## src/rtl/bclp_pkg.sv

```systemverilog
// Shared types and constants of the button click and long press classifier.
`default_nettype none
package bclp_pkg;

    localparam int CFG_INDEX_WIDTH = 3;
    localparam int CFG_DATA_WIDTH  = 40;
    localparam int DEB_WIDTH       = 8;
    localparam int THR_WIDTH       = 16;
    localparam int MAP_WIDTH       = 40;
    localparam int EV_WIDTH        = 3;
    localparam int FUNC_WIDTH      = 4;
    localparam int BIDX_WIDTH      = 2;
    localparam int PIN_WIDTH       = 4;
    localparam int CLICK_WIDTH     = 2;

    localparam logic [CFG_INDEX_WIDTH-1:0] REG_DEBOUNCE  = 3'd0;
    localparam logic [CFG_INDEX_WIDTH-1:0] REG_LONG      = 3'd1;
    localparam logic [CFG_INDEX_WIDTH-1:0] REG_POWER     = 3'd2;
    localparam logic [CFG_INDEX_WIDTH-1:0] REG_RESET     = 3'd3;
    localparam logic [CFG_INDEX_WIDTH-1:0] REG_TIMEOUT   = 3'd4;
    localparam logic [CFG_INDEX_WIDTH-1:0] REG_MAP_LOW   = 3'd5;
    localparam logic [CFG_INDEX_WIDTH-1:0] REG_MAP_HIGH  = 3'd6;

    localparam logic [DEB_WIDTH-1:0] RST_DEBOUNCE = 8'd5;
    localparam logic [THR_WIDTH-1:0] RST_LONG     = 16'd300;
    localparam logic [THR_WIDTH-1:0] RST_POWER    = 16'd500;
    localparam logic [THR_WIDTH-1:0] RST_RESET    = 16'd1000;
    localparam logic [THR_WIDTH-1:0] RST_TIMEOUT  = 16'd40;
    localparam logic [MAP_WIDTH-1:0] RST_MAP      = 40'd366197691441;

    localparam logic [EV_WIDTH-1:0] EV_CLICK  = 3'd0;
    localparam logic [EV_WIDTH-1:0] EV_DOUBLE = 3'd1;
    localparam logic [EV_WIDTH-1:0] EV_TRIPLE = 3'd2;
    localparam logic [EV_WIDTH-1:0] EV_LONG   = 3'd3;
    localparam logic [EV_WIDTH-1:0] EV_POWER  = 3'd4;
    localparam logic [EV_WIDTH-1:0] EV_RESET  = 3'd5;

    localparam logic [CLICK_WIDTH-1:0] CLICK_MAX = 2'd3;
    localparam logic [CLICK_WIDTH-1:0] CLICK_TWO = 2'd2;

    typedef enum logic [1:0] {
        ST_IDLE,
        ST_STEP,
        ST_FLUSH
    } t_state;

    typedef struct packed {
        logic load;
        logic step;
        logic flush;
    } t_cmd;

    typedef struct packed {
        logic event_found;
        logic pend_valid;
        logic out_free;
        logic last_button;
    } t_status;

endpackage
`default_nettype wire

```

## src/rtl/bclp_ctrl.sv

```systemverilog
// Sequencer that walks the buttons of one tick and flushes the held event.
`default_nettype none
module bclp_ctrl (
    input  wire logic             i_clk,
    input  wire logic             i_rst_n,
    input  wire logic             i_in_valid,
    input  wire bclp_pkg::t_status i_status,
    output bclp_pkg::t_cmd        o_cmd,
    output logic                  o_in_stall
);

    bclp_pkg::t_state r_state;
    bclp_pkg::t_state n_state;

    always_ff @(posedge i_clk) begin
        if (!i_rst_n) begin
            r_state <= bclp_pkg::ST_IDLE;
        end else begin
            r_state <= n_state;
        end
    end

    always_comb begin
        n_state    = r_state;
        o_cmd      = '0;
        o_in_stall = 1'b1;
        case (r_state)
            bclp_pkg::ST_IDLE: begin
                o_in_stall = 1'b0;
                if (i_in_valid) begin
                    o_cmd.load = 1'b1;
                    n_state    = bclp_pkg::ST_STEP;
                end
            end
            bclp_pkg::ST_STEP: begin
                // hold while a new event would overwrite an item that cannot leave
                if (!(i_status.event_found && i_status.pend_valid && !i_status.out_free)) begin
                    o_cmd.step = 1'b1;
                    if (i_status.last_button) begin
                        n_state = bclp_pkg::ST_FLUSH;
                    end
                end
            end
            bclp_pkg::ST_FLUSH: begin
                if (!i_status.pend_valid) begin
                    n_state = bclp_pkg::ST_IDLE;
                end else if (i_status.out_free) begin
                    o_cmd.flush = 1'b1;
                    n_state     = bclp_pkg::ST_IDLE;
                end
            end
            default: begin
                n_state = bclp_pkg::ST_IDLE;
            end
        endcase
    end

endmodule
`default_nettype wire

```

## src/rtl/bclp_datapath.sv

```systemverilog
// Configuration registers, per-button state, event classifier and output register.
`default_nettype none
module bclp_datapath #(
    parameter int BUTTONS    = 4,
    parameter int TIME_WIDTH = 16
) (
    input  wire logic                                  i_clk,
    input  wire logic                                  i_rst_n,
    input  wire logic                                  i_cfg_we,
    input  wire logic [bclp_pkg::CFG_INDEX_WIDTH-1:0]  i_cfg_index,
    input  wire logic [bclp_pkg::CFG_DATA_WIDTH-1:0]   i_cfg_data,
    input  wire logic [bclp_pkg::PIN_WIDTH-1:0]        i_pin_levels,
    input  wire bclp_pkg::t_cmd                        i_cmd,
    output bclp_pkg::t_status                          o_status,
    input  wire logic                                  i_out_stall,
    output logic                                       o_out_valid,
    output logic [bclp_pkg::BIDX_WIDTH-1:0]            o_button_index,
    output logic [bclp_pkg::EV_WIDTH-1:0]              o_event_code,
    output logic [bclp_pkg::FUNC_WIDTH-1:0]            o_function_code,
    output logic                                       o_last_in_tick
);

    localparam int IW = (BUTTONS > 1) ? $clog2(BUTTONS) : 1;
    localparam int CW = (TIME_WIDTH > bclp_pkg::THR_WIDTH) ? TIME_WIDTH : bclp_pkg::THR_WIDTH;
    localparam logic [TIME_WIDTH-1:0] TIME_MAX = {TIME_WIDTH{1'b1}};

    // configuration
    logic [bclp_pkg::DEB_WIDTH-1:0] r_deb_ticks;
    logic [bclp_pkg::THR_WIDTH-1:0] r_long_ticks;
    logic [bclp_pkg::THR_WIDTH-1:0] r_power_ticks;
    logic [bclp_pkg::THR_WIDTH-1:0] r_reset_ticks;
    logic [bclp_pkg::THR_WIDTH-1:0] r_timeout_ticks;
    logic [bclp_pkg::MAP_WIDTH-1:0] r_map_low;
    logic [bclp_pkg::MAP_WIDTH-1:0] r_map_high;

    always_ff @(posedge i_clk) begin
        if (!i_rst_n) begin
            r_deb_ticks     <= bclp_pkg::RST_DEBOUNCE;
            r_long_ticks    <= bclp_pkg::RST_LONG;
            r_power_ticks   <= bclp_pkg::RST_POWER;
            r_reset_ticks   <= bclp_pkg::RST_RESET;
            r_timeout_ticks <= bclp_pkg::RST_TIMEOUT;
            r_map_low       <= bclp_pkg::RST_MAP;
            r_map_high      <= bclp_pkg::RST_MAP;
        end else if (i_cfg_we) begin
            case (i_cfg_index)
                bclp_pkg::REG_DEBOUNCE: r_deb_ticks     <= i_cfg_data[bclp_pkg::DEB_WIDTH-1:0];
                bclp_pkg::REG_LONG:     r_long_ticks    <= i_cfg_data[bclp_pkg::THR_WIDTH-1:0];
                bclp_pkg::REG_POWER:    r_power_ticks   <= i_cfg_data[bclp_pkg::THR_WIDTH-1:0];
                bclp_pkg::REG_RESET:    r_reset_ticks   <= i_cfg_data[bclp_pkg::THR_WIDTH-1:0];
                bclp_pkg::REG_TIMEOUT:  r_timeout_ticks <= i_cfg_data[bclp_pkg::THR_WIDTH-1:0];
                bclp_pkg::REG_MAP_LOW:  r_map_low       <= i_cfg_data[bclp_pkg::MAP_WIDTH-1:0];
                bclp_pkg::REG_MAP_HIGH: r_map_high      <= i_cfg_data[bclp_pkg::MAP_WIDTH-1:0];
                default: begin
                end
            endcase
        end
    end

    // tick sample and button walk
    logic [BUTTONS-1:0] r_pressed;
    logic [IW-1:0]      r_idx;

    always_ff @(posedge i_clk) begin
        if (!i_rst_n) begin
            r_idx <= '0;
        end else if (i_cmd.load) begin
            r_idx <= '0;
        end else if (i_cmd.step && (r_idx != IW'(BUTTONS - 1))) begin
            r_idx <= r_idx + 1'b1;
        end
    end

    always_ff @(posedge i_clk) begin
        if (i_cmd.load) begin
            r_pressed <= ~i_pin_levels[BUTTONS-1:0];
        end
    end

    // per-button state
    logic                                r_raw   [BUTTONS];
    logic [bclp_pkg::DEB_WIDTH-1:0]      r_sc    [BUTTONS];
    logic                                r_deb   [BUTTONS];
    logic                                r_prev  [BUTTONS];
    logic [TIME_WIDTH-1:0]               r_hold  [BUTTONS];
    logic [bclp_pkg::CLICK_WIDTH-1:0]    r_cc    [BUTTONS];
    logic [TIME_WIDTH-1:0]               r_since [BUTTONS];

    logic                             c_pressed;
    logic                             n_raw;
    logic [bclp_pkg::DEB_WIDTH-1:0]   n_sc;
    logic                             n_deb;
    logic                             n_prev;
    logic [TIME_WIDTH-1:0]            n_hold;
    logic [bclp_pkg::CLICK_WIDTH-1:0] n_cc;
    logic [TIME_WIDTH-1:0]            n_since;
    logic                             c_event;
    logic [bclp_pkg::EV_WIDTH-1:0]    c_ev;
    logic                             c_clicked;
    logic [CW-1:0]                    c_dur;
    logic [bclp_pkg::BIDX_WIDTH-1:0]  c_bidx;
    logic [bclp_pkg::MAP_WIDTH-1:0]   c_map;
    logic [5:0]                       c_off;
    logic [bclp_pkg::FUNC_WIDTH-1:0]  c_func;

    always_comb begin
        c_pressed = r_pressed[r_idx];
        n_raw     = r_raw[r_idx];
        n_sc      = r_sc[r_idx];
        n_deb     = r_deb[r_idx];
        n_prev    = r_prev[r_idx];
        n_hold    = r_hold[r_idx];
        n_cc      = r_cc[r_idx];
        n_since   = r_since[r_idx];
        c_event   = 1'b0;
        c_ev      = bclp_pkg::EV_CLICK;
        c_clicked = 1'b0;

        if (c_pressed != n_raw) begin
            n_raw = c_pressed;
            n_sc  = '0;
        end else if (n_sc >= r_deb_ticks) begin
            n_deb = n_raw;
        end else begin
            n_sc = n_sc + 1'b1;
        end

        if (n_prev && (n_hold != TIME_MAX)) begin
            n_hold = n_hold + 1'b1;
        end
        if (n_deb && !n_prev) begin
            n_hold = '0;
            n_prev = 1'b1;
        end

        c_dur = CW'(n_hold);
        if (!n_deb && n_prev) begin
            if (c_dur < CW'(r_long_ticks)) begin
                if (n_cc != bclp_pkg::CLICK_MAX) begin
                    n_cc = n_cc + 1'b1;
                end
                n_since   = '0;
                c_clicked = 1'b1;
                if (n_cc == bclp_pkg::CLICK_MAX) begin
                    c_event = 1'b1;
                    c_ev    = bclp_pkg::EV_TRIPLE;
                    n_cc    = '0;
                end
            end else begin
                c_event = 1'b1;
                if (c_dur < CW'(r_power_ticks)) begin
                    c_ev = bclp_pkg::EV_LONG;
                end else if (c_dur < CW'(r_reset_ticks)) begin
                    c_ev = bclp_pkg::EV_POWER;
                end else begin
                    c_ev = bclp_pkg::EV_RESET;
                end
                n_cc = '0;
            end
            n_prev = 1'b0;
        end

        if (!c_clicked && (n_cc != '0)) begin
            if (CW'(n_since) >= CW'(r_timeout_ticks)) begin
                c_event = 1'b1;
                c_ev    = (n_cc == bclp_pkg::CLICK_TWO) ? bclp_pkg::EV_DOUBLE
                                                        : bclp_pkg::EV_CLICK;
                n_cc    = '0;
            end else if (n_since != TIME_MAX) begin
                n_since = n_since + 1'b1;
            end
        end

        c_bidx = bclp_pkg::BIDX_WIDTH'(r_idx);
        c_map  = c_bidx[1] ? r_map_high : r_map_low;
        c_off  = (c_bidx[0] ? 6'd20 : 6'd0) + {1'b0, c_ev, 2'b00};
        c_func = (c_ev == bclp_pkg::EV_RESET) ? '0 : c_map[c_off +: bclp_pkg::FUNC_WIDTH];
    end

    always_ff @(posedge i_clk) begin
        if (!i_rst_n) begin
            for (int b = 0; b < BUTTONS; b++) begin
                r_raw[b]   <= 1'b0;
                r_sc[b]    <= '0;
                r_deb[b]   <= 1'b0;
                r_prev[b]  <= 1'b0;
                r_hold[b]  <= '0;
                r_cc[b]    <= '0;
                r_since[b] <= '0;
            end
        end else if (i_cmd.step) begin
            r_raw[r_idx]   <= n_raw;
            r_sc[r_idx]    <= n_sc;
            r_deb[r_idx]   <= n_deb;
            r_prev[r_idx]  <= n_prev;
            r_hold[r_idx]  <= n_hold;
            r_cc[r_idx]    <= n_cc;
            r_since[r_idx] <= n_since;
        end
    end

    // one event held back until the next one shows whether it is the last
    logic                            r_pend_valid;
    logic [bclp_pkg::BIDX_WIDTH-1:0] r_pend_bidx;
    logic [bclp_pkg::EV_WIDTH-1:0]   r_pend_ev;
    logic [bclp_pkg::FUNC_WIDTH-1:0] r_pend_func;
    logic                            c_out_free;
    logic                            c_push_mid;
    logic                            c_push_out;

    assign c_out_free = !o_out_valid || !i_out_stall;
    assign c_push_mid = i_cmd.step && c_event && r_pend_valid;
    assign c_push_out = c_push_mid || i_cmd.flush;

    always_ff @(posedge i_clk) begin
        if (!i_rst_n) begin
            r_pend_valid <= 1'b0;
        end else if (i_cmd.load || i_cmd.flush) begin
            r_pend_valid <= 1'b0;
        end else if (i_cmd.step && c_event) begin
            r_pend_valid <= 1'b1;
        end
    end

    always_ff @(posedge i_clk) begin
        if (i_cmd.step && c_event) begin
            r_pend_bidx <= c_bidx;
            r_pend_ev   <= c_ev;
            r_pend_func <= c_func;
        end
    end

    always_ff @(posedge i_clk) begin
        if (!i_rst_n) begin
            o_out_valid <= 1'b0;
        end else if (c_push_out) begin
            o_out_valid <= 1'b1;
        end else if (!i_out_stall) begin
            o_out_valid <= 1'b0;
        end
    end

    always_ff @(posedge i_clk) begin
        if (c_push_out) begin
            o_button_index  <= r_pend_bidx;
            o_event_code    <= r_pend_ev;
            o_function_code <= r_pend_func;
            o_last_in_tick  <= i_cmd.flush;
        end
    end

    assign o_status.event_found = c_event;
    assign o_status.pend_valid  = r_pend_valid;
    assign o_status.out_free    = c_out_free;
    assign o_status.last_button = (r_idx == IW'(BUTTONS - 1));

endmodule
`default_nettype wire

```

## src/rtl/button_click_long_press_classifier.sv

```systemverilog
// Top level of the button click and long press classifier.
// Each accepted item is one sample tick of the active-low button pins, and a new
// tick is stalled until the last one is through. For each tick the block captures
// the pins, the sequencer walks each button in turn through the shared debounce and
// classify logic, and then the held last event of the tick is released. Each button
// gives at most one event per tick; events leave through an output register, and a
// stalled output holds the button walk. The user must make configuration writes only
// while the block is idle; the block itself does not enforce this.
`default_nettype none
module button_click_long_press_classifier #(
    parameter int BUTTONS    = 4,
    parameter int TIME_WIDTH = 16
) (
    input  wire logic                                 i_clk,
    input  wire logic                                 i_rst_n,
    input  wire logic                                 i_cfg_we,
    input  wire logic [bclp_pkg::CFG_INDEX_WIDTH-1:0] i_cfg_index,
    input  wire logic [bclp_pkg::CFG_DATA_WIDTH-1:0]  i_cfg_data,
    input  wire logic                                 i_in_valid,
    output logic                                      o_in_stall,
    input  wire logic [bclp_pkg::PIN_WIDTH-1:0]       i_pin_levels,
    output logic                                      o_out_valid,
    input  wire logic                                 i_out_stall,
    output logic [bclp_pkg::BIDX_WIDTH-1:0]           o_button_index,
    output logic [bclp_pkg::EV_WIDTH-1:0]             o_event_code,
    output logic [bclp_pkg::FUNC_WIDTH-1:0]           o_function_code,
    output logic                                      o_last_in_tick
);

    bclp_pkg::t_cmd    w_cmd;
    bclp_pkg::t_status w_status;

    bclp_ctrl u_ctrl (
        .i_clk      (i_clk),
        .i_rst_n    (i_rst_n),
        .i_in_valid (i_in_valid),
        .i_status   (w_status),
        .o_cmd      (w_cmd),
        .o_in_stall (o_in_stall)
    );

    bclp_datapath #(
        .BUTTONS    (BUTTONS),
        .TIME_WIDTH (TIME_WIDTH)
    ) u_datapath (
        .i_clk           (i_clk),
        .i_rst_n         (i_rst_n),
        .i_cfg_we        (i_cfg_we),
        .i_cfg_index     (i_cfg_index),
        .i_cfg_data      (i_cfg_data),
        .i_pin_levels    (i_pin_levels),
        .i_cmd           (w_cmd),
        .o_status        (w_status),
        .i_out_stall     (i_out_stall),
        .o_out_valid     (o_out_valid),
        .o_button_index  (o_button_index),
        .o_event_code    (o_event_code),
        .o_function_code (o_function_code),
        .o_last_in_tick  (o_last_in_tick)
    );

endmodule
`default_nettype wire

```

## config.mk

```make
export PLATFORM = sky130hd
export DESIGN_NAME = button_click_long_press_classifier
export DESIGN_NICKNAME = d
export VERILOG_FILES = /design/src/rtl/bclp_pkg.sv /design/src/rtl/bclp_ctrl.sv /design/src/rtl/bclp_datapath.sv /design/src/rtl/button_click_long_press_classifier.sv
export SDC_FILE = /design/constraint.sdc
export NUM_CORES = 1
export LEC_CHECK = 0
export ABC_AREA = 1
export ABC_CLOCK_PERIOD_IN_PS = 13400
export BUFFER_PORTS_ARGS = -buffer_cell sky130_fd_sc_hd__buf_4
export CAP_MARGIN = 0
export CORE_ASPECT_RATIO = 2
export CORE_UTILIZATION = 50
export DETAILED_ROUTE_END_ITERATION = 8
export HOLD_SLACK_MARGIN = 0.03
export PLACE_DENSITY = 0.72
export SYNTH_ARGS = -nofsm -noshare
export SYNTH_HDL_FRONTEND = slang
export SYNTH_SLANG_ARGS = --single-unit
export TNS_END_PERCENT = 100
```

## constraint.sdc

```tcl
create_clock -name i_clk -period 13.4 [get_ports i_clk]
set_input_delay 0.67 -clock i_clk [delete_from_list [all_inputs] [get_ports i_clk]]
set_output_delay 0.67 -clock i_clk [all_outputs]
set_load 0.1 [all_outputs]
```

Yosys cells after proc, flatten, opt, wreduce, memory -nomap -nowiden
Memory sizes are Yosys's and may differ from the RTL's. A register that Yosys moved wholly into a read port is not among the register bits.
Index checks and enable logic that the tools add are counted.

storage, ports and cells
  bits of input ports = 52
  output and inout bits = 12
  memory bits (writable) = 180
  memories kept = 7
  register bits = 181

cells by class
  equal/unequal tests = 22
  $add $sub $neg = 6
  reduce and logical (&&, ||, !) cells = 38
  $lt $le $gt $ge = 6
  muxes and demuxes = 96
  shift-type cells = 1
  bitwise gates (word level) = 2

memories
  name                words  bits a word  rd ports  clocked after Yosys merged registers in  write ports  RTL line             RTL
  u_datapath.r_hold   4      16           1         1                                        4            bclp_datapath.sv:85  logic [TIME_WIDTH-1:0] r_hold [BUTTONS];
  u_datapath.r_since  4      16           1         1                                        4            bclp_datapath.sv:87  logic [TIME_WIDTH-1:0] r_since [BUTTONS];
  u_datapath.r_sc     4      8            1         1                                        4            bclp_datapath.sv:82  logic [bclp_pkg::DEB_WIDTH-1:0] r_sc [BUTTONS];
  u_datapath.r_cc     4      2            1         1                                        4            bclp_datapath.sv:86  logic [bclp_pkg::CLICK_WIDTH-1:0] r_cc [BUTTONS];
  u_datapath.r_deb    4      1            1         1                                        4            bclp_datapath.sv:83  logic r_deb [BUTTONS];
  u_datapath.r_prev   4      1            1         1                                        4            bclp_datapath.sv:84  logic r_prev [BUTTONS];
  1 more memories     --     --           --        --                                       --           --

operators with widths
  operator                 number
  $mux W16                 9
  $mux W2                  36
  $lt A16 B16 Y1           3
  $mux W40                 1
  $shiftx A40 B7 Y4        1
  $mux W1                  39
  $add A16 B1 Y16 const B  2
  $ne A16 B16 Y1 const B   2
  $reduce_or A16 Y1        2
  $mux W8                  3
  $ge A16 B16 Y1           1
  $mux W3                  5
  $reduce_and A2 Y1        7
  $eq A3 B3 Y1 const B     4
  $logic_and A1 B1 Y1      9
  $add A8 B1 Y8 const B    1
  $eq A2 B2 Y1 const B     4
  $ge A8 B8 Y1             1
  $ne A2 B2 Y1 const B     4
  $reduce_or A8 Y1         1
  $add A6 B5 Y6            1
  $eq A3 B2 Y1 const B     2
  $logic_not A1 Y1         6
  $pmux W2 S3              1
  18 further kinds         26

Logic depth before layout (Yosys ltp)
  depth after elaboration = 25
  depth in mapped cells = 58
  mapped depth without buffers = 51

By module
A second synthesis with hierarchy kept.

second synthesis, totals
  cells, all modules = 2143
  area total of the unflattened synthesis = 17838.4 um^2

by module, submodules not included
  module         cells each  times used  sequential area each (um^2)  area an instance (um^2)
  bclp_datapath  2115        1           9168.8                       17671.9
  bclp_ctrl      28          1           40.0                         166.4

Least setup slack after synthesis
No wires, ideal clock.

  kind = register to register
  start point = register (tool-made name)
  end point = memory u_datapath.r_cc[3][0] (netlist bit) (enable)
  arrival = 10.109 ns
  data required time = 12.885 ns
  clock period less this slack = 10.624 ns
  stages on the path, launching flop included = 43
  setup slack = 2.776 ns
  path buffers = 8
  cell sequence = dfxtp_1 > buf_6 > buf_4 > buf_4 > clkbuf_1 > clkbuf_1 > clkbuf_1 > o21ai_0 > o22ai_1 > ha_1 > a21oi_1 > o21a_1 > nand2_1 > nand3_2 > nand2_2 > nand2_2 > inv_1 > a221oi_1 > (+7 left out) > buf_6 > buf_2 > nand2_1 > inv_1 > ha_1 > nand2_1 > inv_1 > o21ai_0 > a21oi_1 > a2111oi_0 > o31ai_1 > a31oi_1 > nor2_1 > inv_1 > nand2_2 > nand2_4 > nand2_1 > o31ai_1

RTL lines
  element           RTL line
  end: declaration  bclp_datapath.sv:86

==> run_summary.xml <==
<?xml version="1.0" encoding="UTF-8"?>
<metrics>
  <group name="status">
    <metric name="result_of_the_run" unit="">complete, no violations</metric>
  </group>
  <group name="floorplan">
    <metric name="top_level_ports" unit="">64</metric>
    <metric name="overall_die_area" unit="um2">36700</metric>
    <metric name="effective_utilization_at_floorplan" unit="%">51.0</metric>
    <metric name="dieWidth" unit="um">136</metric>
    <metric name="rows" unit="">97</metric>
    <metric name="design.core.area" unit="um2">35200</metric>
    <metric name="chip_height" unit="um">270</metric>
  </group>
  <group name="synth">
    <metric name="part_of_the_yosys_area_used_for_sequential_elements" unit="%">51.3</metric>
    <metric name="async_reset_ff_share" unit="%">0</metric>
    <metric name="synth_fp_nets" unit="">2275</metric>
    <metric name="synth_ff_type" unit="">sky130_fd_sc_hd__edfxtp_1</metric>
    <metric name="netlist_area_before_placement" unit="um2">17900</metric>
    <metric name="synthDistinctLibCells" unit="">50</metric>
    <metric name="synth_seq_cells" unit="">363</metric>
    <metric name="synthesized_netlist_cell_count" unit="">2145</metric>
    <metric name="synth_largest_type_area_fraction" unit="%">32.5</metric>
    <metric name="synth_enable_flop_cells" unit="">194</metric>
    <metric name="yosysTopAreaCell" unit="">sky130_fd_sc_hd__edfxtp_1</metric>
    <metric name="synth_most_common_cell" unit="">sky130_fd_sc_hd__nor2_1</metric>
    <metric name="yosys_warnings" unit="">0</metric>
    <metric name="synth.top_cells.by_count" unit="">sky130_fd_sc_hd__nor2_1 (379), sky130_fd_sc_hd__nand2_1 (358), sky130_fd_sc_hd__inv_1 (226)</metric>
    <metric name="netlist_top_cells_area" unit="">sky130_fd_sc_hd__edfxtp_1 (32%), sky130_fd_sc_hd__dfxtp_1 (19%), sky130_fd_sc_hd__nor2_1 (7.9%)</metric>
    <metric name="synthesis.area_per_instance" unit="um2">8.37</metric>
  </group>
  <group name="global_route">
    <metric name="first_pass_grt_wire_length" unit="um">75800</metric>
    <metric name="pin_count_of_the_biggest_net_entering_global_routing" unit="">72</metric>
    <metric name="all_layer_global_routing_usage" unit="%">26.6</metric>
    <metric name="grt_pass1_vias" unit="">14600</metric>
    <metric name="grt.overflow.total" unit="">0</metric>
    <metric name="number_of_antenna_violations_at_the_first_check_in_global_routing" unit="">1</metric>
  </group>
  <group name="routing">
    <metric name="wl_per_cell" unit="um">18.2</metric>
    <metric name="postRouteWirelength" unit="um">47900</metric>
    <metric name="via_per_inst" unit="">5.61</metric>
    <metric name="via_count" unit="">14700</metric>
    <metric name="firstDrtPassIters" unit="">5</metric>
    <metric name="remaining_drc_errors" unit="">0</metric>
    <metric name="postRouteAntennaNets" unit="">0</metric>
    <metric name="drt-initial-drc-count" unit="">1013</metric>
  </group>
  <group name="timing">
    <metric name="timing_worst_slew_pin_value" unit="ns">1.14</metric>
    <metric name="final_setup_violations" unit="">0</metric>
    <metric name="post-route-min-period" unit="ns">10.68</metric>
    <metric name="setup_ws" unit="ns">2.72</metric>
    <metric name="rsz0062_at_grt" unit="">no</metric>
    <metric name="slew_headroom" unit="%">23.6</metric>
    <metric name="setup-tns-final" unit="ns">0</metric>
    <metric name="slew_limit_fails" unit="">0</metric>
    <metric name="setup_skew_after_layout" unit="ns">0.0232</metric>
    <metric name="final.period_utilization" unit="%">79.7</metric>
    <metric name="fmaxAchievable" unit="MHz">93.6</metric>
    <metric name="timing.final.hold_violations" unit="">0</metric>
  </group>
  <group name="setup_path">
    <metric name="critical_path.max_stage_delay" unit="ns">1.09</metric>
    <metric name="path_max_fanout" unit="">58</metric>
    <metric name="cp.required" unit="ns">13.59</metric>
    <metric name="worst_ep_arrival_time" unit="ns">10.87</metric>
    <metric name="worst_reg2reg_path_depth" unit="">40</metric>
    <metric name="cp-start-kind" unit="">flop</metric>
    <metric name="path_common_cell" unit="">sky130_fd_sc_hd__nand2_1</metric>
    <metric name="critPathCaptureType" unit="">flop</metric>
    <metric name="slowest_stage" unit="">sky130_fd_sc_hd__nand2_2</metric>
    <metric name="reg2reg_setup_slack" unit="ns">2.72</metric>
    <metric name="timing.setup.critical_path_class" unit="">reg2reg</metric>
  </group>
  <group name="finish">
    <metric name="final_nets" unit="">2288</metric>
    <metric name="fillers" unit="">3183</metric>
    <metric name="drive_gt1_share" unit="%">8.52</metric>
    <metric name="syn2layout_area_growth" unit="%">9.52</metric>
    <metric name="multi_input_comb_area" unit="um2">7340</metric>
    <metric name="post_layout_nonfiller_instances" unit="">2629</metric>
    <metric name="area.sequential" unit="um2">9210</metric>
    <metric name="final_design_area_no_fill" unit="um2">19700</metric>
  </group>
  <group name="place">
    <metric name="port-buffer-count" unit="">63</metric>
    <metric name="hpwlAfterDp" unit="um">33200</metric>
    <metric name="preCtsSetupSlack" unit="ns">2.68</metric>
    <metric name="dp.cells" unit="">2570</metric>
    <metric name="post_dp_cell_area" unit="um2">18600</metric>
    <metric name="gp_congestion" unit="">0.877</metric>
  </group>
  <group name="clock_tree">
    <metric name="ctsResizeCount" unit="">0</metric>
    <metric name="cts_tree" unit="">built</metric>
    <metric name="cts.path.max_buffers" unit="">3</metric>
    <metric name="cts_hold_buf" unit="">0</metric>
    <metric name="clock_tree.root_cell" unit="">sky130_fd_sc_hd__clkbuf_16</metric>
    <metric name="clk-insertion-delay-late" unit="ns">0.59</metric>
    <metric name="cts.reportedPaths.clkPinSlew" unit="ns">0.07</metric>
    <metric name="cts-buffers-inserted" unit="">31</metric>
    <metric name="cts.repair_timing.setup_buffer_count" unit="">0</metric>
    <metric name="number_of_h_tree_levels" unit="">1</metric>
    <metric name="tritoncts_sink_count" unit="">363</metric>
  </group>
  <group name="pwr">
    <metric name="net-switching-power" unit="uW">717</metric>
    <metric name="share_of_total_power_in_combinational_logic" unit="%">15.8</metric>
    <metric name="power.density_cell_area" unit="nW/um2">131</metric>
    <metric name="total_power" unit="mW">2.58</metric>
    <metric name="internal_power" unit="mW">1.86</metric>
    <metric name="p_leak" unit="nW">8.31</metric>
    <metric name="ir_worst_vdd" unit="uV">122</metric>
    <metric name="p_seq_share" unit="%">47.9</metric>
    <metric name="switching_share" unit="%">27.8</metric>
    <metric name="clockPowerShare" unit="%">36.3</metric>
  </group>
  <group name="worst_hold_path">
    <metric name="hold_path_class" unit="">in2reg</metric>
    <metric name="worstHoldPathCells" unit="">3</metric>
  </group>
  <group name="flow_run">
    <metric name="max_cap_viol_count" unit="">0</metric>
  </group>
</metrics>
==> power by group through the flow <==
stage / Combinational (mW) / Sequential, mW / Clock (mW)
after global placement: 0.395 / 1.26 / 0
after detailed placement: 0.403 / 1.26 / 0
after floorplan: 0.277 / 1.26 / 0
after global routing: 0.454 / 1.24 / 0.984
final: 0.408 / 1.24 / 0.935
after CTS: 0.406 / 1.24 / 0.946
==> cell families after synthesis <==
logic type / share of synthesized area, %
xor gates and xnor gates: 0.390
buffers and inverters: 7.97
adders and majority gates: 5.44
and+or+nand+nor: 21.0
DFF: 51.3
AOI/OAI and AO/OA: 13.9
==> cell usage in the layout (no fill, tap or decap), types with 9 or more instances in the layout <==
master,Yosys,final
sky130_fd_sc_hd__nand4_1,15,15
sky130_fd_sc_hd__a21oi_1,145,145
sky130_fd_sc_hd__nand2_2,7,10
sky130_fd_sc_hd__clkbuf_16,0,31
sky130_fd_sc_hd__nand3_1,112,112
sky130_fd_sc_hd__o211ai_1,24,24
sky130_fd_sc_hd__ha_1,78,78
sky130_fd_sc_hd__edfxtp_1,194,194
sky130_fd_sc_hd__o21ai_0,211,211
sky130_fd_sc_hd__dfxtp_1,169,167
sky130_fd_sc_hd__buf_4,7,83
sky130_fd_sc_hd__a32oi_1,9,9
sky130_fd_sc_hd__o22ai_1,25,25
sky130_fd_sc_hd__nand2_1,358,355
sky130_fd_sc_hd__nor3_1,9,9
sky130_fd_sc_hd__nor2_1,379,377
sky130_fd_sc_hd__inv_1,226,226
==> area by class of cell <==
| class | instances | share of cell area [%] |
|---|---|---|
| diodes | 1 | 0.0127 |
| clock buffers | 41 | 4.29 |
| clock inverters | 17 | 1.01 |
| inverters | 235 | 4.50 |
| multi-input cells | 1444 | 37.3 |
| flip-flops and latches | 363 | 46.9 |
| well taps | 445 | 2.83 |
| repair buffers | 83 | 3.17 |
==> worst max-delay path: cells and delay by family (launching register included) <==
| family | cells | cell delay (ns) |
|---|---|---|
| buffers and inverters | 8 | 1.68 |
| AO/OA/AOI/OAI | 10 | 2.69 |
| adder cells (fa/ha/maj) | 3 | 0.95 |
| AND/OR/NAND/NOR | 19 | 4.02 |
| flip-flops | 1 | 0.84 |
==> metal layers <==
layer / vias to the layer above / GRT usage (%) / wire [um]
met5: - / 0 / 0
met1: 6992 / 28.1 / 17300
met3: 123 / 3.15 / 2460
li1: 7175 / - / -
met2: 456 / 49.9 / 25500
met4: 0 / 14.7 / 2590
==> metrics by stage <==
stage	hold WS (ns)	utilization, %
3_3_place_gp	0.405	52.9
6_report	0.293	55.8
3_5_place_dp	0.405	52.9
5_1_grt	0.296	55.8
2_1_floorplan	0.400	-
4_1_cts	0.276	55.8
==> flip-flops by register name, indices dropped and copies added, names as in the netlist, 3 cells and up, named ones only <==
signal                      count
u_datapath.r_since             64
u_datapath.r_pressed            4
u_datapath.r_timeout_ticks     16
u_datapath.r_deb                4
u_datapath.r_map_low           40
u_datapath.r_sc                32
u_datapath.o_event_code         3
u_datapath.r_raw                4
u_datapath.r_pend_func          4
u_datapath.r_prev               4
u_datapath.r_map_high          40
u_datapath.r_reset_ticks       16
u_datapath.r_power_ticks       16
u_datapath.r_pend_ev            3
u_datapath.r_hold              64
u_datapath.r_long_ticks        16
u_datapath.r_cc                 8
u_datapath.r_deb_ticks          8
u_datapath.o_function_code      4
==> final timing paths <==
path,end,start
setup reg to reg,u_datapath.r_sc[1][4],flop
setup / recovery,u_datapath.r_sc[1][4],flop
hold / removal,u_datapath.r_map_low[25],i_cfg_data[25]
hold reg to reg,u_datapath.o_button_index[1],u_datapath.r_pend_bidx[1]
Power figures use the tool's default switching activity.
